`src/rtl/biquad_iir_section_macros.svh`:
```
// Assertion macros for the biquad section. Define ASSERT_OFF to drop them.
// Every macro expects signals named clk and arst_n in the using module.
`ifndef BIQUAD_IIR_SECTION_MACROS_SVH
`define BIQUAD_IIR_SECTION_MACROS_SVH

`ifndef ASSERT_OFF
`define BIQ_ASSERT(lbl, prop, msg) \
	lbl: assert property (@(posedge clk) disable iff (!arst_n) prop) else $error(msg);
`define BIQ_ASSERT_NEXT(lbl, ante, cons, msg) \
	lbl: assert property (@(posedge clk) disable iff (!arst_n) (ante) |=> (cons)) \
		else $error(msg);
`else
`define BIQ_ASSERT(lbl, prop, msg)
`define BIQ_ASSERT_NEXT(lbl, ante, cons, msg)
`endif

`endif

```
`src/rtl/biq_pkg.sv`:
```
package biq_pkg;

	localparam int SAMPLE_BITS_DEF    = 24;
	localparam int COEF_FRAC_BITS_DEF = 29;
	localparam int COEF_BITS          = 32;
	localparam int ACC_BITS           = 48;
	localparam int SUM_BITS           = 64;
	localparam int NUM_REGS           = 6;
	localparam int REG_IDX_BITS       = $clog2(NUM_REGS);

	// b0 resets to 1.0 in Q3.29
	localparam logic signed [COEF_BITS-1:0] B0_RESET = 32'sd536870912;

	typedef enum logic [REG_IDX_BITS-1:0] {
		REG_B0,
		REG_B1,
		REG_B2,
		REG_A1,
		REG_A2,
		REG_FORM
	} reg_idx_t;

	localparam logic FORM_DF1  = 1'b0;
	localparam logic FORM_TDF2 = 1'b1;

	typedef struct packed {
		logic signed [COEF_BITS-1:0] b0;
		logic signed [COEF_BITS-1:0] b1;
		logic signed [COEF_BITS-1:0] b2;
		logic signed [COEF_BITS-1:0] a1;
		logic signed [COEF_BITS-1:0] a2;
		logic                        form;
	} cfg_t;

	typedef enum logic [2:0] {
		ST_IDLE,
		ST_S1,
		ST_S2,
		ST_S3,
		ST_S4,
		ST_S5
	} state_t;

	// en: execute the step named by step in this cycle
	typedef struct packed {
		logic   en;
		state_t step;
	} cmd_t;

	// clamp a wide sum to the signed accumulator range
	function automatic logic signed [ACC_BITS-1:0] sat_acc(
		input logic signed [SUM_BITS-1:0] v
	);
		logic signed [SUM_BITS-1:0] hi;
		logic signed [SUM_BITS-1:0] lo;
		logic signed [ACC_BITS-1:0] r;
		hi = SUM_BITS'({1'b0, {(ACC_BITS-1){1'b1}}});
		lo = ~hi;
		if (v > hi) begin
			r = hi[ACC_BITS-1:0];
		end else if (v < lo) begin
			r = lo[ACC_BITS-1:0];
		end else begin
			r = v[ACC_BITS-1:0];
		end
		return r;
	endfunction

endpackage

```
`src/rtl/biq_in_if.sv`:
```
interface biq_in_if #(
	parameter int SAMPLE_BITS = biq_pkg::SAMPLE_BITS_DEF
);
	logic                          valid;
	logic                          ready;
	logic signed [SAMPLE_BITS-1:0] sample;
	logic                          restart;

	modport source (output valid, output sample, output restart, input ready);
	modport sink   (input valid, input sample, input restart, output ready);
endinterface

```
`src/rtl/biq_out_if.sv`:
```
interface biq_out_if #(
	parameter int SAMPLE_BITS = biq_pkg::SAMPLE_BITS_DEF
);
	logic                          valid;
	logic                          ready;
	logic signed [SAMPLE_BITS-1:0] filtered;
	logic                          clipped;

	modport source (output valid, output filtered, output clipped, input ready);
	modport sink   (input valid, input filtered, input clipped, output ready);
endinterface

```
`src/rtl/biq_cfg.sv`:
```
module biq_cfg (
	input  logic                              clk,
	input  logic                              arst_n,
	input  logic                              we,
	input  logic [biq_pkg::REG_IDX_BITS-1:0]  index,
	input  logic [biq_pkg::COEF_BITS-1:0]     data,
	output biq_pkg::cfg_t                     cfg
);
	import biq_pkg::*;

	cfg_t cfg_q;

	always_ff @(posedge clk or negedge arst_n) begin
		if (!arst_n) begin
			cfg_q.b0   <= B0_RESET;
			cfg_q.b1   <= '0;
			cfg_q.b2   <= '0;
			cfg_q.a1   <= '0;
			cfg_q.a2   <= '0;
			cfg_q.form <= FORM_DF1;
		end else if (we) begin
			unique case (reg_idx_t'(index))
				REG_B0:   cfg_q.b0   <= data;
				REG_B1:   cfg_q.b1   <= data;
				REG_B2:   cfg_q.b2   <= data;
				REG_A1:   cfg_q.a1   <= data;
				REG_A2:   cfg_q.a2   <= data;
				REG_FORM: cfg_q.form <= data[0];
				default: begin
					// no register there: drop the write
				end
			endcase
		end
	end

	assign cfg = cfg_q;

endmodule

```
`src/rtl/biq_ctrl.sv`:
```
`include "biquad_iir_section_macros.svh"

module biq_ctrl (
	input  logic          clk,
	input  logic          arst_n,
	input  logic          in_valid,
	output logic          in_ready,
	output logic          out_valid,
	input  logic          out_ready,
	output biq_pkg::cmd_t cmd
);
	import biq_pkg::*;

	state_t state_q;
	state_t state_d;
	logic   out_valid_q;
	logic   out_free;
	logic   last_full;

	assign out_free = !out_valid_q || out_ready;

	always_ff @(posedge clk or negedge arst_n) begin
		if (!arst_n) begin
			state_q <= ST_IDLE;
		end else begin
			state_q <= state_d;
		end
	end

	always_comb begin
		state_d  = state_q;
		in_ready = 1'b0;
		cmd.en   = 1'b0;
		cmd.step = state_q;
		unique case (state_q)
			ST_IDLE: begin
				in_ready = 1'b1;
				cmd.en   = in_valid;
				if (in_valid) begin
					state_d = ST_S1;
				end
			end
			ST_S1: begin
				cmd.en  = 1'b1;
				state_d = ST_S2;
			end
			ST_S2: begin
				cmd.en  = 1'b1;
				state_d = ST_S3;
			end
			ST_S3: begin
				cmd.en  = 1'b1;
				state_d = ST_S4;
			end
			ST_S4: begin
				cmd.en  = 1'b1;
				state_d = ST_S5;
			end
			ST_S5: begin
				// hold the last step until the output register can take the word
				cmd.en = out_free;
				if (out_free) begin
					state_d = ST_IDLE;
				end
			end
			default: begin
				state_d = ST_IDLE;
			end
		endcase
	end

	always_ff @(posedge clk or negedge arst_n) begin
		if (!arst_n) begin
			out_valid_q <= 1'b0;
		end else if (state_q == ST_S5 && out_free) begin
			out_valid_q <= 1'b1;
		end else if (out_ready) begin
			out_valid_q <= 1'b0;
		end
	end

	assign out_valid = out_valid_q;

	// last step reached while the previous word still sits in the output register
	assign last_full = (state_q == ST_S5) && out_valid_q;

	`BIQ_ASSERT_NEXT(a_accept_starts, in_valid && in_ready, state_q == ST_S1, "accept ignored")
	`BIQ_ASSERT(a_valid_from_last, $rose(out_valid_q) |-> $past(state_q == ST_S5), "stray valid")
	`BIQ_ASSERT_NEXT(a_hold_when_full, last_full && !out_ready, last_full, "word overrun")

endmodule

```
`src/rtl/biq_datapath.sv`:
```
module biq_datapath #(
	parameter int SAMPLE_BITS    = biq_pkg::SAMPLE_BITS_DEF,
	parameter int COEF_FRAC_BITS = biq_pkg::COEF_FRAC_BITS_DEF
) (
	input  logic                          clk,
	input  logic                          arst_n,
	input  biq_pkg::cmd_t                 cmd,
	input  biq_pkg::cfg_t                 cfg,
	input  logic signed [SAMPLE_BITS-1:0] in_sample,
	input  logic                          in_restart,
	output logic signed [SAMPLE_BITS-1:0] filtered,
	output logic                          clipped
);
	import biq_pkg::*;

	localparam int SB        = SAMPLE_BITS;
	localparam int PROD_W    = COEF_BITS + SB;
	localparam int ACC_ROOM  = ACC_BITS - SB - 3;
	localparam int ACC_FRAC  = (COEF_FRAC_BITS < ACC_ROOM) ? COEF_FRAC_BITS : ACC_ROOM;
	localparam int DROP      = COEF_FRAC_BITS - ACC_FRAC;
	localparam logic signed [SUM_BITS-1:0] RND_F = SUM_BITS'(1) << (COEF_FRAC_BITS - 1);
	localparam logic signed [SUM_BITS-1:0] RND_D = (SUM_BITS'(1) << DROP) >> 1;
	localparam logic signed [SUM_BITS-1:0] Y_MAX = (SUM_BITS'(1) << (SB - 1)) - SUM_BITS'(1);
	localparam logic signed [SUM_BITS-1:0] Y_MIN = ~Y_MAX;

	logic signed [SB-1:0]        x_q;
	logic signed [SUM_BITS-1:0]  acc_q;
	logic signed [SUM_BITS-1:0]  prod_q;
	logic signed [SB-1:0]        y_q;
	logic                        clip_q;
	logic signed [ACC_BITS-1:0]  d1_q;
	logic signed [ACC_BITS-1:0]  d2_q;
	logic signed [SB-1:0]        y1_q;
	logic signed [SB-1:0]        y2_q;
	logic signed [SB-1:0]        filtered_q;
	logic                        clipped_q;

	logic                        tdf2;
	logic signed [SB-1:0]        x1;
	logic signed [SB-1:0]        x2;
	logic signed [COEF_BITS-1:0] mult_coef;
	logic signed [SB-1:0]        mult_opd;
	logic signed [PROD_W-1:0]    mult_p;
	logic                        acc_sub;
	logic signed [SUM_BITS-1:0]  acc_op;
	logic signed [SUM_BITS-1:0]  y_shr;
	logic signed [SB-1:0]        y_sat;
	logic                        y_clip;
	logic signed [SUM_BITS-1:0]  acc_in;
	logic signed [ACC_BITS-1:0]  acc_sat;
	logic signed [SUM_BITS-1:0]  pre_tdf2;

	assign tdf2 = (cfg.form == FORM_TDF2);
	// direct form 1 sees the delay registers through their sample-wide low bits
	assign x1   = $signed(d1_q[SB-1:0]);
	assign x2   = $signed(d2_q[SB-1:0]);

	// coefficient and operand for the shared multiplier
	always_comb begin
		mult_coef = cfg.b0;
		mult_opd  = x_q;
		unique case (cmd.step)
			ST_IDLE: begin
				mult_coef = cfg.b0;
				mult_opd  = in_sample;
			end
			ST_S1: begin
				mult_coef = cfg.b1;
				mult_opd  = tdf2 ? x_q : x1;
			end
			ST_S2: begin
				mult_coef = tdf2 ? cfg.a1 : cfg.b2;
				mult_opd  = tdf2 ? y_q : x2;
			end
			ST_S3: begin
				mult_coef = tdf2 ? cfg.b2 : cfg.a1;
				mult_opd  = tdf2 ? x_q : y1_q;
			end
			ST_S4: begin
				mult_coef = cfg.a2;
				mult_opd  = tdf2 ? y_q : y2_q;
			end
			default: begin
				mult_coef = cfg.b0;
				mult_opd  = x_q;
			end
		endcase
	end

	assign mult_p = mult_coef * mult_opd;

	// feedback terms are subtracted
	assign acc_sub = tdf2 ? (cmd.step == ST_S3 || cmd.step == ST_S5)
	                      : (cmd.step == ST_S4 || cmd.step == ST_S5);
	assign acc_op  = acc_sub ? (acc_q - prod_q) : (acc_q + prod_q);

	// rounding offset is already in the accumulator
	assign y_shr  = acc_op >>> COEF_FRAC_BITS;
	always_comb begin
		y_clip = 1'b1;
		if (y_shr > Y_MAX) begin
			y_sat = Y_MAX[SB-1:0];
		end else if (y_shr < Y_MIN) begin
			y_sat = Y_MIN[SB-1:0];
		end else begin
			y_sat  = y_shr[SB-1:0];
			y_clip = 1'b0;
		end
	end

	// accumulator update for the transposed form
	assign acc_in   = (cmd.step == ST_S4) ? ((acc_q >>> DROP) + SUM_BITS'(d2_q))
	                                      : (acc_op >>> DROP);
	assign acc_sat  = sat_acc(acc_in);
	assign pre_tdf2 = (in_restart ? SUM_BITS'(0) : (SUM_BITS'(d1_q) <<< DROP)) + RND_F;

	always_ff @(posedge clk) begin
		if (cmd.en) begin
			if (cmd.step != ST_S5) begin
				prod_q <= SUM_BITS'(mult_p);
			end
			case (cmd.step)
				ST_IDLE: begin
					x_q   <= in_sample;
					acc_q <= tdf2 ? pre_tdf2 : RND_F;
				end
				ST_S1: begin
					if (tdf2) begin
						y_q    <= y_sat;
						clip_q <= y_clip;
					end else begin
						acc_q <= acc_op;
					end
				end
				ST_S2, ST_S4: begin
					acc_q <= tdf2 ? (prod_q + RND_D) : acc_op;
				end
				ST_S3: begin
					acc_q <= acc_op;
				end
				ST_S5: begin
					filtered_q <= tdf2 ? y_q : y_sat;
					clipped_q  <= tdf2 ? clip_q : y_clip;
				end
				default: begin
				end
			endcase
		end
	end

	always_ff @(posedge clk or negedge arst_n) begin
		if (!arst_n) begin
			d1_q <= '0;
			d2_q <= '0;
			y1_q <= '0;
			y2_q <= '0;
		end else if (cmd.en) begin
			case (cmd.step)
				ST_IDLE: begin
					if (in_restart) begin
						d1_q <= '0;
						d2_q <= '0;
						y1_q <= '0;
						y2_q <= '0;
					end
				end
				ST_S4: begin
					if (tdf2) begin
						d1_q <= acc_sat;
					end
				end
				ST_S5: begin
					if (tdf2) begin
						d2_q <= acc_sat;
						y1_q <= y_q;
					end else begin
						d2_q <= ACC_BITS'(x1);
						d1_q <= ACC_BITS'(x_q);
						y2_q <= y1_q;
						y1_q <= y_sat;
					end
				end
				default: begin
				end
			endcase
		end
	end

	assign filtered = filtered_q;
	assign clipped  = clipped_q;

endmodule

```
`src/rtl/biquad_iir_section.sv`:
```
// Second-order IIR section with a choice of direct form 1 or transposed direct
// form 2, selected by the form register. Each input word carries one
// signed sample and a restart bit that clears all delay state before the sample
// is used; each input word yields exactly one output word with the filtered
// sample, rounded half up and saturated to the sample width, plus a clip flag
// that is set whenever saturation took place. Coefficients are signed 32-bit
// Q3.29 values (b0 resets to 1.0, the rest to zero, so the block passes samples
// through after reset); feedback coefficients a1 and a2 are subtracted. The
// transposed form keeps two 48-bit accumulators, clamped silently. Write the
// configuration registers only while no sample is in flight. All five
// products go through a single signed 32 x SAMPLE_BITS multiplier, one per
// cycle, and the word reaches the output register in step S5, after steps S1
// to S4. A new sample is accepted as soon as the previous one has left the
// multiplier sequence, even if its result word is still waiting downstream;
// the sequence only holds in its last step while the output register is
// occupied and not being read.
module biquad_iir_section #(
	parameter int SAMPLE_BITS    = biq_pkg::SAMPLE_BITS_DEF,
	parameter int COEF_FRAC_BITS = biq_pkg::COEF_FRAC_BITS_DEF
) (
	input  logic                             clk,
	input  logic                             arst_n,
	biq_in_if.sink                           samples,
	biq_out_if.source                        results,
	input  logic                             cfg_we,
	input  logic [biq_pkg::REG_IDX_BITS-1:0] cfg_index,
	input  logic [biq_pkg::COEF_BITS-1:0]    cfg_data
);
	import biq_pkg::*;

	cfg_t cfg;
	cmd_t cmd;

	// configuration register file
	biq_cfg u_cfg (
		.clk    (clk),
		.arst_n (arst_n),
		.we     (cfg_we),
		.index  (cfg_index),
		.data   (cfg_data),
		.cfg    (cfg)
	);

	// sequencer: walks the six steps and owns the output valid
	biq_ctrl u_ctrl (
		.clk       (clk),
		.arst_n    (arst_n),
		.in_valid  (samples.valid),
		.in_ready  (samples.ready),
		.out_valid (results.valid),
		.out_ready (results.ready),
		.cmd       (cmd)
	);

	// shared multiplier, accumulator, delay state and output register
	biq_datapath #(
		.SAMPLE_BITS    (SAMPLE_BITS),
		.COEF_FRAC_BITS (COEF_FRAC_BITS)
	) u_datapath (
		.clk        (clk),
		.arst_n     (arst_n),
		.cmd        (cmd),
		.cfg        (cfg),
		.in_sample  (samples.sample),
		.in_restart (samples.restart),
		.filtered   (results.filtered),
		.clipped    (results.clipped)
	);

endmodule

```
`src/flat_wrapper.sv`:
```
// flat-port wrapper written by rule: the top's interface ports become plain ports
module biquad_iir_section_flat import biq_pkg::*;
#(
	parameter int SAMPLE_BITS    = biq_pkg::SAMPLE_BITS_DEF,
	parameter int COEF_FRAC_BITS = biq_pkg::COEF_FRAC_BITS_DEF
)
  (clk, arst_n, cfg_we, cfg_index, cfg_data, samples_valid, samples_sample, samples_restart, samples_ready, results_valid, results_filtered, results_clipped, results_ready);
  biq_in_if #(.SAMPLE_BITS(SAMPLE_BITS)) samples_i ();
  biq_out_if #(.SAMPLE_BITS(SAMPLE_BITS)) results_i ();
  input  logic clk;
  input  logic arst_n;
  input  logic cfg_we;
  input  logic [biq_pkg::REG_IDX_BITS-1:0] cfg_index;
  input  logic [biq_pkg::COEF_BITS-1:0] cfg_data;
  input wire logic [$bits(samples_i.valid)-1:0] samples_valid;
  input wire logic [$bits(samples_i.sample)-1:0] samples_sample;
  input wire logic [$bits(samples_i.restart)-1:0] samples_restart;
  output wire logic [$bits(samples_i.ready)-1:0] samples_ready;
  output wire logic [$bits(results_i.valid)-1:0] results_valid;
  output wire logic [$bits(results_i.filtered)-1:0] results_filtered;
  output wire logic [$bits(results_i.clipped)-1:0] results_clipped;
  input wire logic [$bits(results_i.ready)-1:0] results_ready;
  assign samples_i.valid = samples_valid;
  assign samples_i.sample = samples_sample;
  assign samples_i.restart = samples_restart;
  assign samples_ready = samples_i.ready;
  assign results_valid = results_i.valid;
  assign results_filtered = results_i.filtered;
  assign results_clipped = results_i.clipped;
  assign results_i.ready = results_ready;
  biquad_iir_section #(.SAMPLE_BITS(SAMPLE_BITS), .COEF_FRAC_BITS(COEF_FRAC_BITS)) u_core (.clk(clk), .arst_n(arst_n), .samples(samples_i), .results(results_i), .cfg_we(cfg_we), .cfg_index(cfg_index), .cfg_data(cfg_data));
endmodule
```
`config.mk`:
```
export PLATFORM = sky130hd
export DESIGN_NAME = biquad_iir_section_flat
export DESIGN_NICKNAME = d
export VERILOG_FILES = /design/src/rtl/biq_pkg.sv /design/src/rtl/biq_in_if.sv /design/src/rtl/biq_out_if.sv /design/src/rtl/biq_cfg.sv /design/src/rtl/biq_ctrl.sv /design/src/rtl/biq_datapath.sv /design/src/rtl/biquad_iir_section.sv /design/src/flat_wrapper.sv
export VERILOG_INCLUDE_DIRS = /design/src /design/src/rtl
export SDC_FILE = /design/constraint.sdc
export NUM_CORES = 2
export LEC_CHECK = 0
export BUFFER_PORTS_ARGS = -buffer_cell sky130_fd_sc_hd__buf_2
export CAP_MARGIN = 20
export CORE_MARGIN = 4
export CORE_UTILIZATION = 35
export DETAILED_ROUTE_END_ITERATION = 8
export GPL_TIMING_DRIVEN = 1
export PLACE_DENSITY = 0.63
export SLEW_MARGIN = 20
export SYNTH_ARGS = -nofsm -noshare
export SYNTH_HDL_FRONTEND = slang
export SYNTH_SLANG_ARGS = --single-unit
```
`constraint.sdc`:
```
create_clock -name clk -period 10.2 [get_ports clk]
set_clock_uncertainty 0.15 [all_clocks]
set_input_delay 0 -clock clk [delete_from_list [all_inputs] [get_ports clk]]
set_output_delay 0 -clock clk [all_outputs]
set_load 0.01 [all_outputs]
```
==> flow_metrics.tcl <==
set metrics [dict create \
    timing.fmax_ghz 0.101 \
    grt_pass1_vias 52701 \
    critPathSlowestCell "o21ai_4" \
    synthesis.nets 7952 \
    hold_path_depth 3 \
    synthesis.area_per_instance_um2 8.89 \
    synth-seq-cells 503 \
    cp.required_ns 10.42 \
    yosysUniqueCellTypes 92 \
    routed_wl_um 220000 \
    gr-usage-all-layers 0.242 \
    final_cells 9265 \
    initial_core_util 0.353 \
    slew_headroom 0.150 \
    synth_top_area_frac 0.259 \
    std_cell_rows 152 \
    reg2reg_to "u_core.u_datapath.prod_q[50]" \
    drt_iter0_drc 4837 \
    route.detailed.drc 0 \
    worstPathMaxFanout 25 \
    crit_end "u_core.u_datapath.prod_q[50]" \
    viasPerCell 5.58 \
    fin_util 0.395 \
    cp.arrival_ns 10.13 \
    insertion_delay_ns 0.69 \
    cpPeakStageDelay_ns 0.76 \
    syn2layout_area_growth_pct 11.8 \
    yosys_warnings 0 \
    cp_num_buf_inv 5 \
    cts_tree "done" \
    slew_violations 0 \
    fp.coreArea_mm2 0.172 \
    ant_nets 0 \
    die_x_um 424 \
    die_area_mm2 0.180 \
    cp.depth 29 \
    drv_cap 0 \
    rsz0062_at_grt "true" \
    ios 92 \
    r2r_start "u_core.u_ctrl.state_q[1]" \
    cpMostUsedCell "fa_1" \
    async_flop_share 0.614 \
    portBuffers 91 \
    ff2ff_setup_slack_ns 0.30 \
    antenna_found_initial 11 \
    dp_hpwl_um 172000 \
    post_drt_wl_per_cell_um 23.8 \
    synth.area.top_cells "fa_1 (26%), dfrtp_1 (13%), edfxtp_1 (9.6%)" \
    grt_max_degree 103 \
    seq_area_frac_synth 0.223 \
    hold_path_class "input pin to flip-flop" \
    syn_area_mm2 0.0607 \
    path_clk_slew_ns 0.06 \
    gr-total-overflow 0 \
    h-tree-depth 2 \
    synth_ff_type "dfrtp_1" \
    place_inst 9051 \
    worst_slew_pin_slew_ns 1.27 \
    clkSinkCount 503 \
    cts_buffers 56 \
    die_y_um 424 \
    fin_crit_sh 0.971 \
    cts.path.max_buffers 3 \
    multiInputGateArea_mm2 0.0426 \
    start_kind "flip-flop" \
    final-setup-viol-count 0 \
    yosysTopAreaCell "fa_1" \
    regArea_mm2 0.0136 \
    first_pass_iters 9 \
    critPathLaunch "u_core.u_ctrl.state_q[1]" \
    fillers 17222 \
    r2r_cells 29 \
    drive_above_1_share 0.0981 \
    hold_viol 0 \
    grt_first_pass_wirelength_um 335000 \
    vias 51668 \
    nets 8028 \
    fin_crit_ns 9.90 \
    synth-edff-count 194 \
    end_kind "flip-flop" \
    place_congestion 0.986 \
    crit_type "flip-flop to flip-flop" \
    root_buffer "clkbuf_16" \
    status "complete, no violations" \
    cp_top_family "adder cells" \
    synth_cells 6829 \
]
[stage by stage]
step	setup slack, ns	setup TNS, ns	hold WS [ns]	area [um2]
6_report	0.296	0	0.0382	67900
4_1_cts	0.0405	0	0.000862	67700
3_3_place_gp	0.186	0	-0.0241	64700
2_1_floorplan	0.561	0	-0.446	60700
3_5_place_dp	-0.0220	-0.0396	-0.0198	64700
5_1_grt	-0.0720	-0.132	0.0350	67900
[cells in the final DEF (no fill, tap or decap), types with 56 or more instances in the layout]
cell type | synthesis | final
nor2b_1 | 122 | 118
nand3_1 | 74 | 73
dfrtp_1 | 308 | 304
a21oi_1 | 332 | 321
xnor2_1 | 159 | 159
o22ai_1 | 64 | 63
nand2b_1 | 97 | 97
edfxtp_1 | 194 | 194
nand2_1 | 947 | 945
inv_1 | 944 | 943
nand4_1 | 59 | 59
a21o_1 | 81 | 80
fa_1 | 785 | 784
ha_1 | 273 | 273
and2_1 | 67 | 67
mux2_2 | 153 | 153
nor3_1 | 62 | 56
o21ai_0 | 333 | 325
buf_4 | 3 | 189
buf_2 | 9 | 90
nor2_1 | 466 | 457
clkbuf_16 | 0 | 57
xor2_1 | 119 | 117
dlygate4sd3_1 | 0 | 93
o21a_1 | 70 | 67
[kinds of logic after synthesis]
kind of cell    count (synthesis)  synth area share
compound gates               1398             0.148
xor+xnor                      279            0.0405
mux                           199            0.0362
flops                         503             0.223
buf+inv                      1330            0.0829
fa+ha+maj                    1058             0.315
simple gates                 2062             0.154
[flip-flops by register name, summed over array words and instances, names as in the netlist, 3 cells and up]
signal and flops:
u_core.u_cfg.cfg 161, u_core.u_datapath.d1_q 48, u_core.u_datapath.y2_q 24, u_core.u_datapath.y1_q 24, u_core.u_datapath.prod_q 56, u_core.u_datapath.d2_q 48, u_core.u_datapath.acc_q 64, u_core.u_datapath.y_q 24
u_core.u_ctrl.state_q 3, u_core.u_datapath.filtered 24, u_core.u_datapath.x_q 24
[routing by layer]
layer	up-vias	share of wire	track usage	routed length (um)
met3	488	0.078	0.0400	17200
li1	22727	-	-	-
met4	4	0.057	0.113	12500
met2	2312	0.46	0.395	102000
met1	26137	0.40	0.315	88700
met5	-	0.00014	0	31
[cells in the mapped netlist (33+ instances only)]
cell      count
a211oi_1     40
a21o_1       81
a21oi_1     332
a22o_1       37
a22oi_1      55
a31oi_1      61
and2_1       67
and3_1       33
clkbuf_1    343
dfrtp_1     308
edfxtp_1    194
fa_1        785
ha_1        273
inv_1       944
mux2_2      153
mux2i_1      45
nand2_1     947
nand2b_1     97
nand3_1      74
nand4_1      59
nor2_1      466
nor2b_1     122
nor3_1       62
o211ai_1     39
o21a_1       70
o21ai_0     333
o21bai_1     40
o22ai_1      64
xnor2_1     159
xor2_1      119
[worst register-to-register path, delay by kind of cell, from the launching register on]
family	cells	cell delay, ns
DFF	1	0.58
AOI/OAI and AO/OA	8	2.30
buffers and inverters	5	0.69
xor gates and xnor gates	1	0.15
adders and majority gates	8	4.14
and+or+nand+nor	7	1.65
[worst min-delay path by stage]
stage	startpoint	endpoint	slack, ns
3_3_place_gp	arst_n	u_core.u_datapath.d2_q[42]	-0.02
5_1_grt	cfg_data[31]	u_core.u_cfg.cfg[32]	0.04
4_1_cts	cfg_data[27]	u_core.u_cfg.cfg[124]	0.0009
3_5_place_dp	arst_n	u_core.u_datapath.d2_q[45]	-0.02
6_report	cfg_data[15]	u_core.u_cfg.cfg[16]	0.04
2_1_floorplan	arst_n	u_core.u_cfg.cfg[0]	-0.45
[repair_timing]
item	CTS	global route
endpoints found under the hold margin	315	0
resized for setup	3	28
cloned	1	0
hold buffers	94	0
pin swaps	4	0
endpoints found under the setup margin	2	13
setup buffers	9	1
[layout make-up]
type                    instances  area share
multi-input cells            4997       0.627
flip-flops and latches        503       0.200
inverters                     946      0.0524
repair buffers                401      0.0490
well taps                    2310      0.0426
clock buffers                  73      0.0226
clock inverters                33     0.00616
diodes                          2   0.0000738
Power is left out: the tool's default activity adds up to more than one toggle a clock period on the data nets, which glitch-free logic cannot reach.
